[src/hw/rtl/ipatc_pkg.sv]
`default_nettype none

package ipatc_pkg;

  // result codes
  typedef enum logic [1:0] {
    CLASS_IPV4 = 2'd0,
    CLASS_IPV6 = 2'd1,
    CLASS_NONE = 2'd2
  } address_class_e;

  // queue between decode and execute
  localparam int FIFO_DEPTH = 2;
  localparam int FIFO_PTR_W = $clog2(FIFO_DEPTH);
  localparam int FIFO_CNT_W = $clog2(FIFO_DEPTH + 1);

  // limits of the checks
  localparam logic [8:0] V4_MAX_PART = 9'd255;
  localparam logic [8:0] V4_SAT_PART = 9'd256;
  localparam logic [2:0] SAT3        = 3'd7;
  localparam logic [3:0] SAT4        = 4'd15;
  localparam logic [2:0] V6_TOO_LONG = 3'd5;
  localparam logic [2:0] V4_DOTS     = 3'd3;
  localparam logic [3:0] V6_COLONS   = 4'd7;

  // decoded character
  typedef struct packed {
    logic       is_dec;
    logic [3:0] digit;
    logic       is_dot;
    logic       is_hex;
    logic       is_colon;
    logic       last;
  } token_t;

endpackage

`default_nettype wire

[src/hw/rtl/ipatc_decode.sv]
`default_nettype none

module ipatc_decode (
  input  wire logic            s_tvalid_i,
  input  wire logic [7:0]      text_char_i,
  input  wire logic            is_last_i,
  output logic                 s_tready_o,
  input  wire logic            q_ready_i,
  output logic                 q_push_o,
  output ipatc_pkg::token_t    q_token_o
);
  import ipatc_pkg::*;

  logic dec;
  logic lower_hex;
  logic upper_hex;

  always_comb begin
    dec       = (text_char_i >= 8'h30) && (text_char_i <= 8'h39);
    lower_hex = (text_char_i >= 8'h61) && (text_char_i <= 8'h66);
    upper_hex = (text_char_i >= 8'h41) && (text_char_i <= 8'h46);

    q_token_o.is_dec   = dec;
    q_token_o.digit    = text_char_i[3:0];
    q_token_o.is_dot   = (text_char_i == 8'h2e);
    q_token_o.is_hex   = dec || lower_hex || upper_hex;
    q_token_o.is_colon = (text_char_i == 8'h3a);
    q_token_o.last     = is_last_i;
  end

  assign s_tready_o = q_ready_i;
  assign q_push_o   = s_tvalid_i && q_ready_i;

endmodule

`default_nettype wire

[src/hw/rtl/ipatc_fifo.sv]
`default_nettype none

module ipatc_fifo (
  input  wire logic              clk_i,
  input  wire logic              rst_ni,
  input  wire logic              push_i,
  input  ipatc_pkg::token_t      push_token_i,
  output logic                   push_ready_o,
  input  wire logic              pop_i,
  output logic                   pop_valid_o,
  output ipatc_pkg::token_t      pop_token_o
);
  import ipatc_pkg::*;

  token_t                 entry_q [FIFO_DEPTH];
  logic [FIFO_PTR_W-1:0]  wr_ptr_q, wr_ptr_d;
  logic [FIFO_PTR_W-1:0]  rd_ptr_q, rd_ptr_d;
  logic [FIFO_CNT_W-1:0]  count_q, count_d;
  logic                   do_push;
  logic                   do_pop;

  assign push_ready_o = (count_q != FIFO_CNT_W'(FIFO_DEPTH));
  assign pop_valid_o  = (count_q != '0);
  assign pop_token_o  = entry_q[rd_ptr_q];
  assign do_push      = push_i && push_ready_o;
  assign do_pop       = pop_i && pop_valid_o;

  always_comb begin
    wr_ptr_d = wr_ptr_q;
    rd_ptr_d = rd_ptr_q;
    count_d  = count_q;
    if (do_push) begin
      wr_ptr_d = (wr_ptr_q == FIFO_PTR_W'(FIFO_DEPTH - 1)) ? '0 : wr_ptr_q + 1'b1;
    end
    if (do_pop) begin
      rd_ptr_d = (rd_ptr_q == FIFO_PTR_W'(FIFO_DEPTH - 1)) ? '0 : rd_ptr_q + 1'b1;
    end
    if (do_push && !do_pop) begin
      count_d = count_q + 1'b1;
    end else if (do_pop && !do_push) begin
      count_d = count_q - 1'b1;
    end
  end

  always_ff @(posedge clk_i or negedge rst_ni) begin
    if (!rst_ni) begin
      wr_ptr_q <= '0;
      rd_ptr_q <= '0;
      count_q  <= '0;
    end else begin
      wr_ptr_q <= wr_ptr_d;
      rd_ptr_q <= rd_ptr_d;
      count_q  <= count_d;
    end
  end

  // storage needs no reset
  always_ff @(posedge clk_i) begin
    if (do_push) begin
      entry_q[wr_ptr_q] <= push_token_i;
    end
  end

endmodule

`default_nettype wire

[src/hw/rtl/ipatc_exec.sv]
`default_nettype none

module ipatc_exec (
  input  wire logic            clk_i,
  input  wire logic            rst_ni,
  input  wire logic            q_valid_i,
  input  ipatc_pkg::token_t    q_token_i,
  output logic                 q_pop_o,
  input  wire logic            m_tready_i,
  output logic                 m_tvalid_o,
  output logic [7:0]           m_tdata_o
);
  import ipatc_pkg::*;

  logic       saw_dot_q, saw_dot_d;
  logic       saw_colon_q, saw_colon_d;
  logic       v4_valid_q, v4_valid_d;
  logic       v6_valid_q, v6_valid_d;
  logic [8:0] part_value_q, part_value_d;
  logic [2:0] part_digit_count_q, part_digit_count_d;
  logic       part_starts_zero_q, part_starts_zero_d;
  logic [2:0] dot_count_q, dot_count_d;
  logic [2:0] group_length_q, group_length_d;
  logic [3:0] colon_count_q, colon_count_d;
  logic       out_valid_q, out_valid_d;
  address_class_e out_class_q, out_class_d;

  logic [11:0] part_ext;
  logic [11:0] part_next;

  assign q_pop_o    = q_valid_i && (!q_token_i.last || !out_valid_q || m_tready_i);
  assign m_tvalid_o = out_valid_q;
  assign m_tdata_o  = {6'b0, out_class_q};

  // times ten plus digit by two shifts and adds
  always_comb begin
    part_ext  = {3'b0, part_value_q};
    part_next = (part_ext << 3) + (part_ext << 1) + {8'b0, q_token_i.digit};
  end

  always_comb begin
    saw_dot_d          = saw_dot_q;
    saw_colon_d        = saw_colon_q;
    v4_valid_d         = v4_valid_q;
    v6_valid_d         = v6_valid_q;
    part_value_d       = part_value_q;
    part_digit_count_d = part_digit_count_q;
    part_starts_zero_d = part_starts_zero_q;
    dot_count_d        = dot_count_q;
    group_length_d     = group_length_q;
    colon_count_d      = colon_count_q;
    out_valid_d        = out_valid_q && !m_tready_i;
    out_class_d        = out_class_q;

    if (q_pop_o) begin
      // ipv4 side
      priority if (q_token_i.is_dec) begin
        if (part_digit_count_q == '0) begin
          part_starts_zero_d = (q_token_i.digit == 4'd0);
        end else if (part_starts_zero_q) begin
          v4_valid_d = 1'b0;
        end
        part_value_d = (part_next > {3'b0, V4_MAX_PART}) ? V4_SAT_PART : part_next[8:0];
        if (part_digit_count_q < SAT3) begin
          part_digit_count_d = part_digit_count_q + 1'b1;
        end
      end else if (q_token_i.is_dot) begin
        saw_dot_d = 1'b1;
        if (part_digit_count_q == '0 || part_value_q > V4_MAX_PART) begin
          v4_valid_d = 1'b0;
        end
        part_value_d       = '0;
        part_digit_count_d = '0;
        part_starts_zero_d = 1'b0;
        if (dot_count_q < SAT3) begin
          dot_count_d = dot_count_q + 1'b1;
        end
      end else begin
        v4_valid_d = 1'b0;
      end

      // ipv6 side
      priority if (q_token_i.is_hex) begin
        if (group_length_q < SAT3) begin
          group_length_d = group_length_q + 1'b1;
        end
        if (group_length_d >= V6_TOO_LONG) begin
          v6_valid_d = 1'b0;
        end
      end else if (q_token_i.is_colon) begin
        saw_colon_d = 1'b1;
        if (group_length_q == '0 || group_length_q >= V6_TOO_LONG) begin
          v6_valid_d = 1'b0;
        end
        group_length_d = '0;
        if (colon_count_q < SAT4) begin
          colon_count_d = colon_count_q + 1'b1;
        end
      end else begin
        v6_valid_d = 1'b0;
      end

      // end of string: close open part and group, decide, start over
      if (q_token_i.last) begin
        if (part_digit_count_d == '0 || part_value_d > V4_MAX_PART
            || dot_count_d != V4_DOTS) begin
          v4_valid_d = 1'b0;
        end
        if (group_length_d == '0 || group_length_d >= V6_TOO_LONG
            || colon_count_d != V6_COLONS) begin
          v6_valid_d = 1'b0;
        end
        priority if (saw_dot_d) begin
          out_class_d = v4_valid_d ? CLASS_IPV4 : CLASS_NONE;
        end else if (saw_colon_d) begin
          out_class_d = v6_valid_d ? CLASS_IPV6 : CLASS_NONE;
        end else begin
          out_class_d = CLASS_NONE;
        end
        out_valid_d        = 1'b1;
        saw_dot_d          = 1'b0;
        saw_colon_d        = 1'b0;
        v4_valid_d         = 1'b1;
        v6_valid_d         = 1'b1;
        part_value_d       = '0;
        part_digit_count_d = '0;
        part_starts_zero_d = 1'b0;
        dot_count_d        = '0;
        group_length_d     = '0;
        colon_count_d      = '0;
      end
    end
  end

  always_ff @(posedge clk_i or negedge rst_ni) begin
    if (!rst_ni) begin
      saw_dot_q          <= 1'b0;
      saw_colon_q        <= 1'b0;
      v4_valid_q         <= 1'b1;
      v6_valid_q         <= 1'b1;
      part_value_q       <= '0;
      part_digit_count_q <= '0;
      part_starts_zero_q <= 1'b0;
      dot_count_q        <= '0;
      group_length_q     <= '0;
      colon_count_q      <= '0;
      out_valid_q        <= 1'b0;
    end else begin
      saw_dot_q          <= saw_dot_d;
      saw_colon_q        <= saw_colon_d;
      v4_valid_q         <= v4_valid_d;
      v6_valid_q         <= v6_valid_d;
      part_value_q       <= part_value_d;
      part_digit_count_q <= part_digit_count_d;
      part_starts_zero_q <= part_starts_zero_d;
      dot_count_q        <= dot_count_d;
      group_length_q     <= group_length_d;
      colon_count_q      <= colon_count_d;
      out_valid_q        <= out_valid_d;
    end
  end

  always_ff @(posedge clk_i) begin
    out_class_q <= out_class_d;
  end

endmodule

`default_nettype wire

[src/hw/rtl/ip_address_text_classifier_unit.sv]
// ip address text classifier
// input stream: one ascii character per transaction on s_axis, tlast marks the
//   final character of an address string
// output stream: one transaction per string on m_axis, sent after the last
//   character; tdata[1:0] is the class (0 ipv4, 1 ipv6, 2 neither)
// throughput: one character per cycle while the output is not stalled, set by
//   the execute state update; characters of the next string may follow at once
// result path: the token of the last character is first written into the decode
//   queue, then the state update pops it and loads the output register; a
//   stalled output can hold it at the head of the queue
// stalls: while m_axis_tready is low, the result holds in the output register;
//   characters that end no string keep flowing, and the two-entry queue fills
//   only once the next last character waits at its head with one more
//   character behind it, which then drops s_axis_tready
// reset: rst_ni clears the queue, the per-string state and the output valid;
//   the block takes characters from the first cycle after reset
`default_nettype none

module ip_address_text_classifier_unit (
  input  wire logic        clk_i,
  input  wire logic        rst_ni,
  input  wire logic        s_axis_tvalid_i,
  output logic             s_axis_tready_o,
  input  wire logic [7:0]  s_axis_tdata_i,   // [7:0] text_char
  input  wire logic        s_axis_tlast_i,   // is_last
  output logic             m_axis_tvalid_o,
  input  wire logic        m_axis_tready_i,
  output logic [7:0]       m_axis_tdata_o    // [1:0] address_class, [7:2] zero
);
  import ipatc_pkg::*;

  token_t push_token;
  token_t pop_token;
  logic   push;
  logic   push_ready;
  logic   pop;
  logic   pop_valid;

  // front: decode each character into a token
  ipatc_decode u_decode (
    .s_tvalid_i  (s_axis_tvalid_i),
    .text_char_i (s_axis_tdata_i),
    .is_last_i   (s_axis_tlast_i),
    .s_tready_o  (s_axis_tready_o),
    .q_ready_i   (push_ready),
    .q_push_o    (push),
    .q_token_o   (push_token)
  );

  // short queue decouples decode from the state update
  ipatc_fifo u_fifo (
    .clk_i        (clk_i),
    .rst_ni       (rst_ni),
    .push_i       (push),
    .push_token_i (push_token),
    .push_ready_o (push_ready),
    .pop_i        (pop),
    .pop_valid_o  (pop_valid),
    .pop_token_o  (pop_token)
  );

  // back: ipv4 and ipv6 checks side by side, result register
  ipatc_exec u_exec (
    .clk_i      (clk_i),
    .rst_ni     (rst_ni),
    .q_valid_i  (pop_valid),
    .q_token_i  (pop_token),
    .q_pop_o    (pop),
    .m_tready_i (m_axis_tready_i),
    .m_tvalid_o (m_axis_tvalid_o),
    .m_tdata_o  (m_axis_tdata_o)
  );

endmodule

`default_nettype wire

[config.mk]
export PLATFORM = sky130hd
export DESIGN_NAME = ip_address_text_classifier_unit
export DESIGN_NICKNAME = d
export VERILOG_FILES = /design/src/hw/rtl/ipatc_pkg.sv /design/src/hw/rtl/ipatc_decode.sv /design/src/hw/rtl/ipatc_fifo.sv /design/src/hw/rtl/ipatc_exec.sv /design/src/hw/rtl/ip_address_text_classifier_unit.sv
export SDC_FILE = /design/constraint.sdc
export NUM_CORES = 1
export LEC_CHECK = 0
export CAP_MARGIN = 20
export CORE_MARGIN = 2
export CORE_UTILIZATION = 36
export CTS_CLUSTER_SIZE = 24
export DETAILED_ROUTE_END_ITERATION = 6
export DONT_BUFFER_PORTS = 1
export PLACE_DENSITY = 0.47
export SETUP_SLACK_MARGIN = 0.4
export SLEW_MARGIN = 20
export SYNTH_ARGS = -nofsm -noshare
export SYNTH_HDL_FRONTEND = slang
export SYNTH_SLANG_ARGS = --single-unit
[constraint.sdc]
create_clock -name clk_i -period 3.9 [get_ports clk_i]
set_input_delay 0.195 -clock clk_i [delete_from_list [all_inputs] [get_ports clk_i]]
set_output_delay 0.195 -clock clk_i [all_outputs]
set_load 0.01 [all_outputs]
==> metrics.yaml <==
floorplan:
  die_area_sq_um: 9830
  start_util: 0.372
  fp.dieH_um: 99.2
  core_area_sq_um: 8760
  num_io_pins: 23
  die_w_um: 99.2
  num_rows: 34
worst_setup_path:
  critPathKind: "reg -> reg"
  ff2ff_setup_slack_ns: 0.58
  cp_data_arrival_time_ns: 3.35
  worst_setup_path_start_kind: "flip-flop"
  crit_end: "u_exec.out_class_q[1]$_DFFE_PP_"
  cp-startpoint: "u_fifo.rd_ptr_q$_DFFE_PN0P_"
  worstSetupEndpointType: "flip-flop"
  r2r_start: "u_fifo.rd_ptr_q$_DFFE_PN0P_"
  critPathRequiredTime_ns: 3.94
  reg2reg_to: "u_exec.out_class_q[1]$_DFFE_PP_"
  rr_worst_depth: 10
  cp_max_fo: 4
final_layout:
  layout-drive-gt1-share: 0.0997
  instances_no_fill: 439
  num_antenna_cells: 0
  area_growth_pct: 10.2
  num-nets-final: 370
clock_tree:
  cts_tree: "yes"
  root_buffer: "clkbuf_8"
  cts_buffer_depth: 2
  clock_latency_ns: 0.30
  cts_sinks: 52
  htreeDepth: 2
  clkTransAtPathRegs_ns: 0.10
  numCtsBuffers: 5
grt:
  grt_max_degree: 33
  met1_usage: 0.215
  grt_pass1_vias: 2389
  grt_use_met2: 0.243
  grt_overflow: 0
  grt_pass1_wl_mm: 12.0
  grt_use_total: 0.150
  grt_antenna_before_repair: 0
  busiest_layer: "met2"
  use_met3: 0.0218
synthesis:
  syn_area_sq_um: 3260
  yosysWarnings: 0
  synth_seq_cells: 52
  synthFlopType: "dfrtp_1"
  synth_seq_area_share: 0.431
  synth_edf_count: 20
  yosys.cell_types.count: 65
  synthArstFlopShare: 0.615
  postSynthAreaPerCell_sq_um: 10.3
  syn_inst: 318
power:
  ir_worst_vdd_mv: 0.338
  power_density_nw_per_um2: 736
  p_leak_nw: 1.53
timing:
  rsz0062_at_grt: "no"
  fmax_mhz: 301
  finalCriticalPeriod_ns: 3.32
  fin_crit_sh: 0.850
  skew_ns: 0.00497
  setup_tns_ns: 0
  max_slew_margin: 0.453
  finalSetupViolations: 0
  finalHoldViolCount: 0
  worstMarginPinSlew_ns: 0.817
  finalMaxSlewViolations: 0
placement:
  place_inst: 423
  hpwl_mm: 4.98
  portBuffers: 0
  place_congestion: 0.788
routing:
  via_count: 2407
  routed_wl_mm: 6.94
  drt-initial-drc-count: 112
  wl_per_cell_um: 15.8
  drc_errors: 0
  firstDrtPassIters: 4
  ant_nets: 0
  viasPerCell: 5.48
status:
  status: "finished, final reports clean"
job:
  drv_cap: 0
min_path:
  min_from: "s_axis_tdata_i[4]"
  hold_path_class: "in -> reg"
-- timing repair --
| item | CTS | global route |
|---|---|---|
| hold buffers | 7 | 0 |
| buffers inserted | 0 | 1 |
| endpoints found under the setup margin | 0 | 9 |
| hold endpoints to repair | 42 | 0 |
| gates resized for setup | 0 | 4 |
-- worst min-delay path by stage --
stage / end / cells after the start
6_report: u_fifo.entry_q[0][3]$_DFFE_PP_ / 1
5_1_grt: u_fifo.entry_q[0][3]$_DFFE_PP_ / 1
4_1_cts: u_fifo.entry_q[1][3]$_DFFE_PP_ / 1
3_5_place_dp: u_exec.colon_count_q[0]$_DFFE_PN0P_ / 0
3_3_place_gp: u_exec.colon_count_q[1]$_DFFE_PN0P_ / 0
2_1_floorplan: u_exec.colon_count_q[0]$_DFFE_PN0P_ / 0
-- per-layer routing --
| metal | routed length [um] | vias up |
|---|---|---|
| met4 | 36 | 0 |
| li1 | - | 1205 |
| met2 | 3270 | 47 |
| met5 | 0 | - |
| met1 | 3460 | 1153 |
| met3 | 163 | 2 |
-- cell usage after synthesis, types with 2 or more instances --
library cell   n  area share
nor3b_1        3      0.0069
xnor2_1        8       0.021
a31oi_1        2      0.0038
buf_2          2      0.0031
dfstp_2        2       0.016
dfrtp_1       30        0.23
a21oi_1       21       0.032
fa_1           2       0.012
buf_4          6       0.014
edfxtp_1      20        0.18
o22a_1         3      0.0081
and3b_1        2      0.0054
nor3_1         7       0.011
mux2_2         4       0.014
o21ai_0       19       0.029
mux2i_1        6       0.018
o31ai_1        6       0.014
nor2_1        22       0.025
inv_1         13       0.015
and3_1         3      0.0058
clkbuf_1       3      0.0035
nand2_1       26       0.030
a22o_1         9       0.024
xor2_1         4       0.011
nand4b_1       2      0.0054
o21ai_1        2      0.0031
o22ai_1        5      0.0096
nand4_1        3      0.0058
nand2b_1       9       0.017
ha_1          25       0.096
nand3_1        9       0.014
a21o_1         4      0.0092
o2111ai_1      3      0.0081
o21a_1         2      0.0046
-- cells by family (layout without fill, tap and decap cells) --
group | count (synthesis) | in the layout | share of synthesized area
AOI/OAI and AO/OA | 94 | 94 | 0.199
other | 1 | 6 | 0.00115
adders and majority gates | 27 | 27 | 0.108
buffers and inverters | 26 | 34 | 0.0399
xor gates and xnor gates | 12 | 12 | 0.0322
muxes | 11 | 11 | 0.0365
DFF | 52 | 52 | 0.431
and+or+nand+nor | 95 | 95 | 0.152
-- registers in the layout (all words and copies together) (netlist names), 2 cells and up --
signal                     flops
u_exec.colon_count_q           4
u_exec.dot_count_q             3
u_exec.group_length_q          3
u_exec.out_class_q             2
u_exec.part_digit_count_q      3
u_exec.part_value_q            9
u_fifo.count_q                 2
u_fifo.entry_q                18
-- per-stage QoR --
step / instance area, sq um / power, mW / hold slack [ns] / util / worst slack [ns]
after floorplan: 3280 / 1.90 / -0.101 / - / 0.453
after global placement: 3370 / 2.23 / -0.0992 / 0.385 / 0.554
after global routing: 3590 / 2.87 / 0.0825 / 0.410 / 0.428
after detailed placement: 3370 / 2.22 / -0.0992 / 0.385 / 0.457
final: 3590 / 2.64 / 0.0876 / 0.410 / 0.583
after CTS: 3560 / 2.62 / 0.0813 / 0.406 / 0.414
-- power by group --
part / internal, mW / leakage (nW) / switching [mW] / total [mW]
registers: 0.749 / 0.604 / 0.154 / 0.902
clock network: 0.191 / 0.0552 / 0.181 / 0.372
logic: 0.553 / 0.869 / 0.814 / 1.37
-- worst max-delay path, cell delays in order, from the launching register on --
cell     delay (ns)
dfrtp_1        0.42
mux2_2         0.37
ha_1           0.28
ha_1           0.24
fa_1           0.42
a21o_2         0.25
a21oi_4        0.20
mux2i_1        0.25
nand3_2        0.17
o31ai_4        0.32
a41oi_1        0.14
-- layout make-up --
class / count / area (sq um)
Clock buffer: 6 / 72.6
Clock inverter: 2 / 35.0
Fill cell: 868 / 5170
Inverter: 14 / 52.6
Multi-Input combinational cell: 245 / 1780
Sequential cell: 52 / 1400
Tap cell: 108 / 135
Timing Repair Buffer: 12 / 118
-- cells in the final DEF, fill, tap and decap left out, drive strengths merged, types with 6 or more instances in the layout --
master        n
nor2         22
clkbuf        6
nand3         9
nor3          7
dfrtp        30
buf           6
xnor2         8
o31ai         6
a21oi        21
inv          14
o21ai        21
mux2i         7
nand2        26
ha           25
nand2b        9
conb          6
dlygate4sd3   6
edfxtp       20
o22ai         6
a22o          9
Power figures use the tool's default switching activity.
